===== config.mk =====
export PLATFORM = sky130hd
export DESIGN_NAME = tracked_object_state_update
export DESIGN_NICKNAME = d
export VERILOG_FILES = /design/src/sv/tosu_pkg.sv /design/src/sv/tosu_serial_unit.sv /design/src/sv/tracked_object_state_update.sv
export SDC_FILE = /design/constraint.sdc
export NUM_CORES = 2
export LEC_CHECK = 0
export BUFFER_PORTS_ARGS = -buffer_cell sky130_fd_sc_hd__buf_4
export CAP_MARGIN = 20
export CORE_MARGIN = 1.5
export CORE_UTILIZATION = 45
export CTS_CLUSTER_SIZE = 20
export DETAILED_ROUTE_END_ITERATION = 10
export PLACE_DENSITY = 0.7
export SYNTH_ARGS = -nofsm -noshare
export SYNTH_HDL_FRONTEND = slang
export SYNTH_SLANG_ARGS = --single-unit

===== constraint.sdc =====
create_clock -name i_clk -period 9.8 [get_ports i_clk]
set_input_delay 0.49 -clock i_clk [delete_from_list [all_inputs] [get_ports i_clk]]
set_output_delay 0.49 -clock i_clk [all_outputs]
set_load 0.1 [all_outputs]

===== src/sv/tosu_pkg.sv =====
// Package: shared constants and types of the tracked object state update block.
`default_nettype none

package tosu_pkg;

    localparam int ACC_W     = 50;
    localparam int TIME_W    = 32;
    localparam int FRAC_W    = 16;
    localparam int HEALTH_W  = 17;
    localparam int CFG_IDX_W = 3;
    localparam int ID_W      = 32;

    localparam logic [HEALTH_W-1:0] ONE_Q16   = 17'h10000;
    localparam logic [FRAC_W-1:0]   ROUND_Q16 = 16'h8000;

    localparam logic [1:0] MODE_START = 2'd0;
    localparam logic [1:0] MODE_MATCH = 2'd1;

    typedef enum logic [CFG_IDX_W-1:0] {
        CFG_SMOOTH  = 3'd0,
        CFG_PENALTY = 3'd1,
        CFG_PERIOD  = 3'd2,
        CFG_DEATH   = 3'd3,
        CFG_PDEATH  = 3'd4
    } t_cfg_idx;

    typedef enum logic {
        OP_MUL = 1'b0,
        OP_DIV = 1'b1
    } t_op;

    typedef struct packed {
        logic start;
        t_op  op;
    } t_unit_cmd;

    typedef struct packed {
        logic busy;
        logic done;
    } t_unit_stat;

endpackage

`default_nettype wire


===== src/sv/tosu_serial_unit.sv =====
// Shared serial unit: shift-add multiply-accumulate and restoring divide, one bit per cycle.
`default_nettype none

module tosu_serial_unit #(
    parameter int MPLR_W = 25,
    parameter int CNT_W  = 5
) (
    input  wire logic                      i_clk,
    input  wire logic                      i_rst_n,
    input  wire tosu_pkg::t_unit_cmd       i_cmd,
    input  wire logic [CNT_W-1:0]          i_count,
    input  wire logic [tosu_pkg::ACC_W-1:0] i_acc_init,
    input  wire logic [tosu_pkg::ACC_W-1:0] i_a,
    input  wire logic [MPLR_W-1:0]         i_b,
    output tosu_pkg::t_unit_stat           o_stat,
    output logic [tosu_pkg::ACC_W-1:0]     o_acc,
    output logic [MPLR_W-1:0]              o_b
);

    logic [tosu_pkg::ACC_W-1:0] r_acc;
    logic [tosu_pkg::ACC_W-1:0] r_a;
    logic [MPLR_W-1:0]          r_b;
    tosu_pkg::t_op              r_op;
    logic [CNT_W-1:0]           r_cnt;
    logic                       r_busy;
    logic                       r_done;

    logic [tosu_pkg::ACC_W-1:0] w_sum;
    logic [tosu_pkg::ACC_W-1:0] w_shl;
    logic [tosu_pkg::ACC_W-1:0] w_sub;
    logic                       w_ge;

    always_comb begin
        w_sum = r_acc + (r_b[0] ? r_a : '0);
        w_shl = {r_acc[tosu_pkg::ACC_W-2:0], 1'b0};
        w_ge  = w_shl >= r_a;
        w_sub = w_shl - r_a;
    end

    always_ff @(posedge i_clk) begin
        if (!i_rst_n) begin
            r_busy <= 1'b0;
            r_done <= 1'b0;
            r_cnt  <= '0;
        end else begin
            r_done <= 1'b0;
            if (i_cmd.start) begin
                r_busy <= 1'b1;
                r_cnt  <= i_count;
            end else if (r_busy) begin
                r_cnt <= r_cnt - 1'b1;
                if (r_cnt == CNT_W'(1)) begin
                    r_busy <= 1'b0;
                    r_done <= 1'b1;
                end
            end
        end
    end

    always_ff @(posedge i_clk) begin
        if (i_cmd.start) begin
            r_op  <= i_cmd.op;
            r_acc <= i_acc_init;
            r_a   <= i_a;
            r_b   <= i_b;
        end else if (r_busy) begin
            case (r_op)
                tosu_pkg::OP_MUL: begin
                    r_acc <= w_sum;
                    r_a   <= {r_a[tosu_pkg::ACC_W-2:0], 1'b0};
                    r_b   <= {1'b0, r_b[MPLR_W-1:1]};
                end
                tosu_pkg::OP_DIV: begin
                    r_acc <= w_ge ? w_sub : w_shl;
                    r_b   <= {r_b[MPLR_W-2:0], w_ge};
                end
                default: begin
                    r_acc <= r_acc;
                end
            endcase
        end
    end

    assign o_stat.busy = r_busy;
    assign o_stat.done = r_done;
    assign o_acc       = r_acc;
    assign o_b         = r_b;

endmodule

`default_nettype wire


===== src/sv/tracked_object_state_update.sv =====
// Top level: single-object track with alpha smoothing, provisional phase and health decay.
// One transaction is taken while o_ready is high and then runs through a sequencer over one
// shared serial unit that retires one bit per cycle: two squares over POS_WIDTH+1 bits, two
// blends with the 16-bit smoothing weight on matched updates, and up to two divisions with
// 16-bit quotients for provisionality and health. Each phase includes a launch and a handoff.
// The result sits in an output register, and the next transaction is taken while it waits;
// the block only holds in its final state until that register is free.
`default_nettype none

module tracked_object_state_update #(
    parameter int POS_WIDTH = 24
) (
    input  wire logic                                i_clk,
    input  wire logic                                i_rst_n,
    input  wire logic                                i_valid,
    output logic                                     o_ready,
    input  wire logic [1:0]                          i_mode,
    input  wire logic signed [POS_WIDTH-1:0]         i_meas_x,
    input  wire logic signed [POS_WIDTH-1:0]         i_meas_z,
    input  wire logic [tosu_pkg::TIME_W-1:0]         i_cur_time,
    output logic                                     o_valid,
    input  wire logic                                i_ready,
    output logic [tosu_pkg::ID_W-1:0]                o_track_id,
    output logic signed [POS_WIDTH-1:0]              o_pos_x,
    output logic signed [POS_WIDTH-1:0]              o_pos_z,
    output logic [tosu_pkg::ACC_W-1:0]               o_match_cost,
    output logic [tosu_pkg::HEALTH_W-1:0]            o_health,
    output logic [tosu_pkg::HEALTH_W-1:0]            o_provisionality,
    output logic [tosu_pkg::TIME_W-1:0]              o_age,
    output logic                                     o_is_provisional,
    output logic                                     o_is_matched,
    input  wire logic                                i_cfg_valid,
    output logic                                     o_cfg_ready,
    input  wire logic [tosu_pkg::CFG_IDX_W-1:0]      i_cfg_index,
    input  wire logic [tosu_pkg::TIME_W-1:0]         i_cfg_data
);

    localparam int PW     = POS_WIDTH + 1;
    localparam int MPLR_W = (PW > tosu_pkg::FRAC_W) ? PW : tosu_pkg::FRAC_W;
    localparam int CNT_W  = $clog2(MPLR_W + 1);
    localparam int AW     = tosu_pkg::ACC_W;
    localparam int TW     = tosu_pkg::TIME_W;
    localparam int FW     = tosu_pkg::FRAC_W;
    localparam int HW     = tosu_pkg::HEALTH_W;

    typedef enum logic [7:0] {
        S_IDLE = 8'b0000_0001,
        S_SQX  = 8'b0000_0010,
        S_SQZ  = 8'b0000_0100,
        S_BLX  = 8'b0000_1000,
        S_BLZ  = 8'b0001_0000,
        S_DVP  = 8'b0010_0000,
        S_DVH  = 8'b0100_0000,
        S_DONE = 8'b1000_0000
    } t_state;

    t_state r_state, n_state;
    logic   r_go;

    // configuration
    logic [FW-1:0] r_smooth;
    logic [TW-1:0] r_penalty, r_period, r_death, r_pdeath;

    // track state
    logic                        r_live, r_flag;
    logic signed [POS_WIDTH-1:0] r_px, r_pz;
    logic [TW-1:0]               r_last, r_promote, r_est;
    logic [tosu_pkg::ID_W-1:0]   r_next_id, r_cur_id;

    // transaction and intermediates
    logic [1:0]                  r_mode;
    logic signed [POS_WIDTH-1:0] r_mx, r_mz;
    logic [TW-1:0]               r_now;
    logic [AW-1:0]               r_cost;
    logic signed [POS_WIDTH-1:0] r_new_x, r_new_z;
    logic [HW-1:0]               r_prov_q, r_health_q;

    // unit interface
    tosu_pkg::t_unit_cmd  w_cmd;
    tosu_pkg::t_unit_stat w_stat;
    logic [CNT_W-1:0]     w_count;
    logic [AW-1:0]        w_init, w_a, w_acc;
    logic [MPLR_W-1:0]    w_b, w_bout;

    logic                        w_start, w_live, w_matched, w_update;
    logic [TW-1:0]               w_promote_mid, w_last_mid, w_est_mid, w_est_fin;
    logic                        w_flag_mid, w_flag_fin, w_establish;
    logic [TW-1:0]               w_rem, w_el, w_per, w_span, w_age;
    logic                        w_rem_pos, w_rem_sat, w_el_pos, w_el_sat;
    logic                        w_need_dvp, w_need_dvh;
    logic [HW-1:0]               w_prov, w_health;
    logic signed [PW-1:0]        w_dx, w_dz, w_dbx, w_dbz, w_bq;
    logic [PW-1:0]               w_adx, w_adz;
    logic signed [POS_WIDTH-1:0] w_bmeas, w_blend, w_pos_x, w_pos_z;
    logic [tosu_pkg::ID_W-1:0]   w_id;
    t_state                      w_after_bl;
    logic                        w_fire;

    always_comb begin
        w_start   = r_mode == tosu_pkg::MODE_START;
        w_live    = !w_start && r_live;
        w_matched = w_live && (r_mode == tosu_pkg::MODE_MATCH);
        w_update  = w_start || w_live;

        w_promote_mid = w_start ? (r_now + r_period) : r_promote;
        w_last_mid    = (w_start || w_matched) ? r_now : r_last;
        w_flag_mid    = w_start ? 1'b1 : r_flag;
        w_est_mid     = w_start ? '0 : r_est;

        w_rem     = w_promote_mid - r_now;
        w_rem_pos = !w_rem[TW-1] && (w_rem != '0);
        w_per     = (r_period == '0) ? TW'(1) : r_period;
        w_rem_sat = w_rem >= w_per;

        w_el     = r_now - w_last_mid;
        w_el_pos = !w_el[TW-1] && (w_el != '0);
        if (w_flag_mid) begin
            w_span = (r_pdeath == '0) ? TW'(1) : r_pdeath;
        end else begin
            w_span = (r_death == '0) ? TW'(1) : r_death;
        end
        w_el_sat = w_el >= w_span;

        w_need_dvp  = w_update && w_flag_mid && w_rem_pos && !w_rem_sat;
        w_need_dvh  = w_update && !w_start && w_el_pos && !w_el_sat;
        w_establish = w_update && w_flag_mid && !w_rem_pos;
        w_flag_fin  = w_flag_mid && !w_establish;
        w_est_fin   = w_establish ? r_now : w_est_mid;

        if (w_need_dvp) begin
            w_prov = r_prov_q;
        end else if (w_update && w_flag_mid && w_rem_pos) begin
            w_prov = tosu_pkg::ONE_Q16;
        end else begin
            w_prov = '0;
        end

        if (!w_update) begin
            w_health = '0;
        end else if (w_start || !w_el_pos) begin
            w_health = tosu_pkg::ONE_Q16;
        end else if (w_el_sat) begin
            w_health = '0;
        end else begin
            w_health = r_health_q;
        end

        w_age = (w_update && !w_flag_mid) ? (r_now - w_est_mid) : '0;

        if (w_start) begin
            w_pos_x = r_mx;
            w_pos_z = r_mz;
        end else if (w_matched) begin
            w_pos_x = r_new_x;
            w_pos_z = r_new_z;
        end else begin
            w_pos_x = r_px;
            w_pos_z = r_pz;
        end
        w_id = w_start ? r_next_id : r_cur_id;
    end

    always_comb begin
        w_dx    = PW'(r_mx) - PW'(r_px);
        w_dz    = PW'(r_mz) - PW'(r_pz);
        w_adx   = w_dx[PW-1] ? (~w_dx + 1'b1) : w_dx;
        w_adz   = w_dz[PW-1] ? (~w_dz + 1'b1) : w_dz;
        w_dbx   = PW'(r_px) - PW'(r_mx);
        w_dbz   = PW'(r_pz) - PW'(r_mz);
        w_bq    = $signed(w_acc[POS_WIDTH+FW:FW]);
        w_bmeas = (r_state == S_BLX) ? r_mx : r_mz;
        w_blend = POS_WIDTH'(PW'(w_bmeas) + w_bq);
    end

    // operand select for the shared unit
    always_comb begin
        w_cmd.start = r_go && !w_stat.busy && !(r_state inside {S_IDLE, S_DONE});
        w_cmd.op    = tosu_pkg::OP_MUL;
        w_count     = CNT_W'(FW);
        w_init      = '0;
        w_a         = '0;
        w_b         = '0;
        case (r_state)
            S_SQX: begin
                w_count = CNT_W'(PW);
                w_init  = r_flag ? AW'(r_penalty) : '0;
                w_a     = AW'(w_adx);
                w_b     = MPLR_W'(w_adx);
            end
            S_SQZ: begin
                w_count = CNT_W'(PW);
                w_init  = w_acc;
                w_a     = AW'(w_adz);
                w_b     = MPLR_W'(w_adz);
            end
            S_BLX: begin
                w_init = AW'(tosu_pkg::ROUND_Q16);
                w_a    = AW'(w_dbx);
                w_b    = MPLR_W'(r_smooth);
            end
            S_BLZ: begin
                w_init = AW'(tosu_pkg::ROUND_Q16);
                w_a    = AW'(w_dbz);
                w_b    = MPLR_W'(r_smooth);
            end
            S_DVP: begin
                w_cmd.op = tosu_pkg::OP_DIV;
                w_init   = AW'(w_rem);
                w_a      = AW'(w_per);
            end
            S_DVH: begin
                w_cmd.op = tosu_pkg::OP_DIV;
                w_init   = AW'(w_el);
                w_a      = AW'(w_span);
            end
            default: begin
                w_init = '0;
            end
        endcase
    end

    tosu_serial_unit #(
        .MPLR_W (MPLR_W),
        .CNT_W  (CNT_W)
    ) u_unit (
        .i_clk      (i_clk),
        .i_rst_n    (i_rst_n),
        .i_cmd      (w_cmd),
        .i_count    (w_count),
        .i_acc_init (w_init),
        .i_a        (w_a),
        .i_b        (w_b),
        .o_stat     (w_stat),
        .o_acc      (w_acc),
        .o_b        (w_bout)
    );

    assign w_fire = (r_state == S_DONE) && (!o_valid || i_ready);

    always_comb begin
        if (w_need_dvp) begin
            w_after_bl = S_DVP;
        end else if (w_need_dvh) begin
            w_after_bl = S_DVH;
        end else begin
            w_after_bl = S_DONE;
        end

        n_state = r_state;
        case (r_state)
            S_IDLE: if (i_valid) n_state = S_SQX;
            S_SQX:  if (w_stat.done) n_state = S_SQZ;
            S_SQZ:  if (w_stat.done) n_state = w_matched ? S_BLX : w_after_bl;
            S_BLX:  if (w_stat.done) n_state = S_BLZ;
            S_BLZ:  if (w_stat.done) n_state = w_after_bl;
            S_DVP:  if (w_stat.done) n_state = w_need_dvh ? S_DVH : S_DONE;
            S_DVH:  if (w_stat.done) n_state = S_DONE;
            S_DONE: if (w_fire) n_state = S_IDLE;
            default: n_state = S_IDLE;
        endcase
    end

    always_ff @(posedge i_clk) begin
        if (!i_rst_n) begin
            r_state   <= S_IDLE;
            r_go      <= 1'b0;
            o_valid   <= 1'b0;
            r_smooth  <= 16'd32768;
            r_penalty <= 32'd131072;
            r_period  <= 32'd1000;
            r_death   <= 32'd1000;
            r_pdeath  <= 32'd500;
            r_live    <= 1'b0;
            r_px      <= '0;
            r_pz      <= '0;
            r_last    <= '0;
            r_promote <= '0;
            r_est     <= '0;
            r_flag    <= 1'b1;
            r_next_id <= '0;
            r_cur_id  <= '0;
        end else begin
            r_state <= n_state;
            r_go    <= n_state != r_state;

            if (w_fire) begin
                o_valid <= 1'b1;
            end else if (i_ready) begin
                o_valid <= 1'b0;
            end

            if (i_cfg_valid) begin
                case (i_cfg_index)
                    tosu_pkg::CFG_SMOOTH:  r_smooth  <= i_cfg_data[FW-1:0];
                    tosu_pkg::CFG_PENALTY: r_penalty <= i_cfg_data;
                    tosu_pkg::CFG_PERIOD:  r_period  <= i_cfg_data;
                    tosu_pkg::CFG_DEATH:   r_death   <= i_cfg_data;
                    tosu_pkg::CFG_PDEATH:  r_pdeath  <= i_cfg_data;
                    default: r_smooth <= r_smooth;
                endcase
            end

            if (w_fire && w_update) begin
                r_live    <= 1'b1;
                r_px      <= w_pos_x;
                r_pz      <= w_pos_z;
                r_last    <= w_last_mid;
                r_promote <= w_promote_mid;
                r_est     <= w_est_fin;
                r_flag    <= w_flag_fin;
                if (w_start) begin
                    r_cur_id  <= r_next_id;
                    r_next_id <= r_next_id + 1'b1;
                end
            end
        end
    end

    always_ff @(posedge i_clk) begin
        if ((r_state == S_IDLE) && i_valid) begin
            r_mode <= i_mode;
            r_mx   <= i_meas_x;
            r_mz   <= i_meas_z;
            r_now  <= i_cur_time;
        end

        if (w_stat.done) begin
            case (r_state)
                S_SQZ: r_cost     <= w_acc;
                S_BLX: r_new_x    <= w_blend;
                S_BLZ: r_new_z    <= w_blend;
                S_DVP: r_prov_q   <= {1'b0, w_bout[FW-1:0]};
                S_DVH: r_health_q <= tosu_pkg::ONE_Q16 - {1'b0, w_bout[FW-1:0]};
                default: r_cost   <= r_cost;
            endcase
        end

        if (w_fire) begin
            o_track_id       <= w_id;
            o_pos_x          <= w_pos_x;
            o_pos_z          <= w_pos_z;
            o_match_cost     <= r_cost;
            o_health         <= w_health;
            o_provisionality <= w_prov;
            o_age            <= w_age;
            o_is_provisional <= w_flag_fin;
            o_is_matched     <= w_matched;
        end
    end

    assign o_ready     = r_state == S_IDLE;
    assign o_cfg_ready = 1'b1;

endmodule

`default_nettype wire


# Yosys cells after proc, flatten, opt, wreduce, memory -nomap -nowiden
# Index checks and enable logic that the tools add are counted.
dict set report op_classes {
  addsub 16
  n_mul 0
  div 0
  magnitude_cmp 3
  n_eq_ne 17
  n_shift 0
  muxes 58
  bitwise_logic 6
  n_reduce_logical 62
}
# op count
set op_table {}
lappend op_table {{two-way mux 50 bit} 7}
lappend op_table {{two-way mux 32 bit} 10}
lappend op_table {{case mux 50 bit (6 select lines)} 1}
lappend op_table {{case mux 50 bit (5 select lines)} 1}
lappend op_table {{two-way mux 24 bit} 5}
lappend op_table {{two-way mux 25 bit} 4}
lappend op_table {{case mux 50 bit (2 select lines)} 1}
lappend op_table {{subtractor 24 x 24 -> 25 bit} 4}
lappend op_table {{logical NOT 32 bit} 3}
lappend op_table {{subtractor 32 bit} 3}
lappend op_table {{two-way mux 8 bit} 11}
lappend op_table {{case mux 25 bit (3 select lines)} 1}
lappend op_table {{>= comparator 32 bit} 2}
lappend op_table {{case mux 8 bit (8 select lines)} 1}
lappend op_table {{nonzero test 32 bit} 2}
lappend op_table {{two-way mux 17 bit} 3}
lappend op_table {{adder 25 x 1 -> 25 bit, second input constant} 2}
lappend op_table {{adder 50 bit} 1}
lappend op_table {{>= comparator 50 bit} 1}
lappend op_table {{NOT 25 bit} 2}
lappend op_table {{case mux 25 bit (2 select lines)} 1}
lappend op_table {{subtractor 50 bit} 1}
lappend op_table {{adder 32 x 1 -> 32 bit, second input constant} 1}
lappend op_table {{adder 32 bit} 1}
lappend op_table {{other kinds (33)} 93}
dict set report totals {
  ff_bits 908
  latch_bits 0
  ram_bits 0
  rom_bits 0
  input_bits 122
  out_inout_bits 201
  word_cells 206
  n_memories 0
}

# Longest topological paths before layout
dict set report depth {
  depth_word 17
  depth_mapped 37
  ltp_nobuf 36
}

# By module
# Synthesis repeated with hierarchy kept, for this count alone.
dict set report hier_totals {
  cells_unflattened 6607
  hier_area_um2 59478.3
}
# module instances cells_each area_per_inst_um2 seq_area_each_um2
set by_module_without_submodules {}
lappend by_module_without_submodules {tracked_object_state_update 1 5049 46480.8 19628.8}
lappend by_module_without_submodules {tosu_serial_unit 1 1558 12997.5 3923.8}

# Least setup slack after synthesis
# Ideal clock, no wire load.
dict set report synth_path {
  kind {reg2reg}
  from {register r_state[2]}
  to {register r_cur_id[14] (netlist bit)}
  setup_ns 0.122
  t_arrival_ns 6.791
  required_ns 9.678
  slack_ns 2.887
  path_stages_with_launch 12
  path_buffers 3
  period_less_slack_ns 6.913
  path_cell_list {dfxtp_1 > clkbuf_1 > nor4_1 > nand2_1 > nor3b_1 > nand2b_1 > inv_1 > o21ai_0 > clkbuf_1 > clkbuf_1 > nand2_1 > a21boi_0}
}
dict set report synth_via {
  elab_chain_len 3
}
# element line_no
set synth_lines {}
lappend synth_lines {{start, declared} tracked_object_state_update.sv:57} ;# t_state r_state, n_state;
lappend synth_lines {{start signal, assigned} tracked_object_state_update.sv:283} ;# r_state <= n_state;
lappend synth_lines {{equality test 8 bit} tracked_object_state_update.sv:238} ;# assign w_fire = (r_state == S_DONE) && (!o_valid || i_ready);
lappend synth_lines {{logical AND 1 bit} tracked_object_state_update.sv:238}
lappend synth_lines {{via w_fire} tracked_object_state_update.sv:97} ;# logic w_fire;
lappend synth_lines {{logical AND 1 bit} tracked_object_state_update.sv:303} ;# if (w_fire && w_update) begin
lappend synth_lines {{end signal, assigned} tracked_object_state_update.sv:312} ;# r_cur_id <= r_next_id;
lappend synth_lines {{end, declared} tracked_object_state_update.sv:68} ;# logic [tosu_pkg::ID_W-1:0] r_next_id, r_cur_id;
# The timed path passes the listed nets, and every way through them passes these cells.
# A chain may end at the register's enable or synchronous reset.

# Worst setup path in the final report
dict set report layout_path {
  from {register r_now[1]}
  to {register r_state[7]}
}
dict set report layout_via {
  elab_chain_len 11
  word_cells_on_any_way 26
  cone_classes {3 x add/sub; 2 x order compare; 9 x mux; 12 x reduce/logical}
}
# element line_no
set layout_lines {}
lappend layout_lines {{start, declared} tracked_object_state_update.sv:73} ;# logic [TW-1:0] r_now;
lappend layout_lines {{start signal, assigned} tracked_object_state_update.sv:324} ;# r_now <= i_cur_time;
lappend layout_lines {{adder 32 bit *} tracked_object_state_update.sv:105} ;# w_promote_mid = w_start ? (r_now + r_period) : r_promote;
lappend layout_lines {{two-way mux 32 bit *} tracked_object_state_update.sv:105}
lappend layout_lines {{via w_promote_mid[12]} tracked_object_state_update.sv:86} ;# logic [TW-1:0] w_promote_mid, w_last_mid, w_est_mid, w_est_fin;
lappend layout_lines {{subtractor 32 bit *} tracked_object_state_update.sv:110} ;# w_rem = w_promote_mid - r_now;
lappend layout_lines {{branches (longest 3 deep; another with >= comparator 32 bit)} n/a}
lappend layout_lines {{logical AND 1 bit *} tracked_object_state_update.sv:124} ;# w_need_dvp = w_update && w_flag_mid && w_rem_pos && !w_rem_sat;
lappend layout_lines {{two-way mux 8 bit *} tracked_object_state_update.sv:241} ;# if (w_need_dvp) begin
lappend layout_lines {{two-way mux 8 bit (2 in series)} tracked_object_state_update.sv:253} ;# S_SQZ: if (w_stat.done) n_state = w_matched ? S_BLX : w_after_bl;
lappend layout_lines {{case mux 8 bit (8 select lines) *} tracked_object_state_update.sv:250} ;# case (r_state)
# Mark *: on every way through the listed nets, which the timed path passes.

==> flow_metrics.tcl <==
set metrics [dict create \
    drt_iter0_drc 5201 \
    cts_tree "done" \
    syn_to_final_growth_pct 14.58 \
    cp_slowest_cell "xnor2_1" \
    worstSetupPathType "reg2reg" \
    crit_path_start_kind "flop" \
    end_kind "flop" \
    ios 323 \
    dp_hpwl_um 144800 \
    place_congestion 1.000 \
    fin_nets 7101 \
    relSlewSlack 0.05863 \
    min_to "r_pdeath[19]$_SDFFE_PN0P_" \
    ys_warn_count 0 \
    min_from "i_cfg_data[19]" \
    r2r-start "r_now[1]$_DFFE_PP_" \
    final_common_cell "nand2_1" \
    die_w_um 360.2 \
    netSwitchingPower_mw 3.629 \
    crit_arrival_ns 8.37 \
    fin_crit_sh 0.7892 \
    ir_drop_uv 151.6 \
    cts_resized 0 \
    slew_viol_final 0 \
    syn_area_per_cell_um2 9.136 \
    synth_top_cells_by_area "edfxtp_1, dfxtp_1, ha_1, nand2_1, xnor2_1" \
    reg2reg_setup_slack_ns 2.07 \
    fillCellCount 11420 \
    p_clk_frac 0.355 \
    grt_overflow 0 \
    start_util 0.4554 \
    grt_pass1_vias 46280 \
    required_ns 10.44 \
    cts-root-buf "clkbuf_16" \
    cp_common_cell "nor2_1" \
    cts_made_buffers 103 \
    final_layout_size_suffix_gt1_frac 0.09768 \
    via_per_inst 5.952 \
    io_buffers 321 \
    dp_cells 8011 \
    cts.sinks 908 \
    wl_per_cell_um 23.37 \
    drtAntennaViolNets 0 \
    leakage_nw 26.09 \
    firstDrtPassIters 8 \
    die_area_um2 129700 \
    ys_ff_latch 908 \
    num_vias 49380 \
    die_y_um 360.2 \
    finalHoldViolations 0 \
    synth-edff-count 537 \
    synth_area_um2 57410 \
    setup_viol 0 \
    htreeDepth 3 \
    synth_cell_types 91 \
    finalCriticalPeriod_ns 7.734 \
    critPathMaxFanout 19 \
    core_um2 126100 \
    tightest_slew_ns 1.412 \
    synth_ff_type "edfxtp_1" \
    grt_max_degree 135 \
    grt_pass1_wl_um 289700 \
    track_usage 0.2905 \
    p_per_area_nw_per_um2 171.5 \
    cp.depth 32 \
    antenna_found_initial 20 \
    rows 130 \
    power_frac_comb 0.251 \
    clk_latency_ns 0.75 \
    rsz0062_at_grt "false" \
    power_frac_seq 0.394 \
    drc 0 \
    layout_common_cells "nand2_1, edfxtp_1, ha_1" \
    reg2reg_depth 32 \
    cp_top_family "compound AO/OA/AOI/OAI gates" \
    rr_endpoint "r_state[7]$_SDFF_PN0_" \
    clk_pin_slew_ns 0.06 \
    finalSetupTns_ns 0 \
    yosysTopAreaCellShare 0.2809 \
    syn_inst 6284 \
    synth_top_area_cell "edfxtp_1" \
    path_buf_inv 2 \
    synth_sequential_area_ratio 0.4102 \
    cts_buffer_depth 3 \
    syn_nets 6829 \
    worstHoldPathType "in2reg" \
    wl_um 193900 \
    skew_ns 0.04052 \
    async_flop_share 0 \
    max-cap-violations 0 \
    hold-path-cell-count 3 \
    cpPeakStageDelay_ns 0.66 \
    switching_share 0.3216 \
    status "complete, no violations" \
    clock.fmax_mhz 129.3 \
    intPower_mw 7.655 \
    stdcell_count 8296 \
]
-- synth_stat cells, types with 104 or more instances --
cell type  count
nand2_1     1006
edfxtp_1     537
ha_1         412
nor2_1       375
dfxtp_1      371
a21oi_1      339
inv_1        318
clkbuf_1     286
o21ai_0      255
a21boi_0     252
xnor2_1      248
a21o_1       175
mux2i_1      120
xor2_1       117
nand3_1      104
-- metal layers --
metal	global-route usage	wire, µm	vias up
li1	-	-	23300
met1	0.3973	84350	23730
met2	0.4499	85220	1953
met3	0.06261	16930	366
met4	0.1068	7205	24
met5	0	156	-
-- tightest hold or removal path, cell delays in order --
cell and delay, ns:
buf_4 0.13, nand2_1 0.05, a21boi_0 0.06
-- through the flow --
step	utilization	hold WS, ns	power, mW	instance area (µm²)	setup slack [ns]
final	0.5218	0.04097	11.28	65780	2.066
after global routing	0.5218	0.04114	11.76	65780	1.628
after CTS	0.5215	0.003583	11.28	65740	2.293
after detailed placement	0.4870	0.4045	7.262	61390	2.315
after global placement	0.4870	0.4026	7.230	61390	2.402
after floorplan	-	0.4003	6.437	57410	2.887
-- power groups by stage --
stage          logic, mW  registers, mW  clock network, mW
6_report            2.83           4.45               4.00
5_1_grt             3.10           4.46               4.20
4_1_cts             2.78           4.45               4.06
3_5_place_dp        2.73           4.53                  0
3_3_place_gp        2.71           4.53                  0
2_1_floorplan       2.02           4.41                  0
-- timing repair --
action	4_1_cts	5_1_grt
setup buffers	0	0
hold buffers	87	0
hold endpoints to repair	87	0
-- registers in the layout, summed over array words and instances, names as in the netlist, 50 cells and up --
signal,flops
o_match_cost,50
r_cost,50
u_unit.o_acc,50
u_unit.r_a,50
-- cell type report --
cell class / count / area, µm² / share of cell area
Timing Repair Buffer: 482 / 3860 / 0.05868
Sequential cell: 908 / 23550 / 0.3580
Antenna cell: 2 / 5.005 / 0.00007608
Multi-Input combinational cell: 4743 / 31630 / 0.4808
Tap cell: 1650 / 2064 / 0.03138
Clock buffer: 130 / 2800 / 0.04257
Clock inverter: 63 / 671.9 / 0.01021
Inverter: 318 / 1201 / 0.01826
-- worst max path at each step --
stage                          startpoint                   endpoint  slack [ns]
floorplan           r_state[2]$_SDFF_PN0_  r_cur_id[14]$_SDFFE_PN0P_        2.89
global placement       r_now[1]$_DFFE_PP_      r_state[7]$_SDFF_PN0_        2.40
detailed placement     r_now[1]$_DFFE_PP_      r_state[7]$_SDFF_PN0_        2.31
CTS                    r_now[1]$_DFFE_PP_      r_state[7]$_SDFF_PN0_        2.29
global route           r_now[1]$_DFFE_PP_      r_state[7]$_SDFF_PN0_        1.63
finish                 r_now[1]$_DFFE_PP_      r_state[7]$_SDFF_PN0_        2.07
-- kinds of logic after synthesis --
family / after synthesis / synth area share
buf+inv: 633 / 0.04204
other cells: 1 / 0.00006532
fa+ha+maj: 423 / 0.09362
flops: 908 / 0.4102
mux: 125 / 0.02190
simple gates: 2067 / 0.1635
compound gates: 1762 / 0.2130
xor+xnor: 365 / 0.05568
Note: power is estimated with default switching activity, not from simulation.
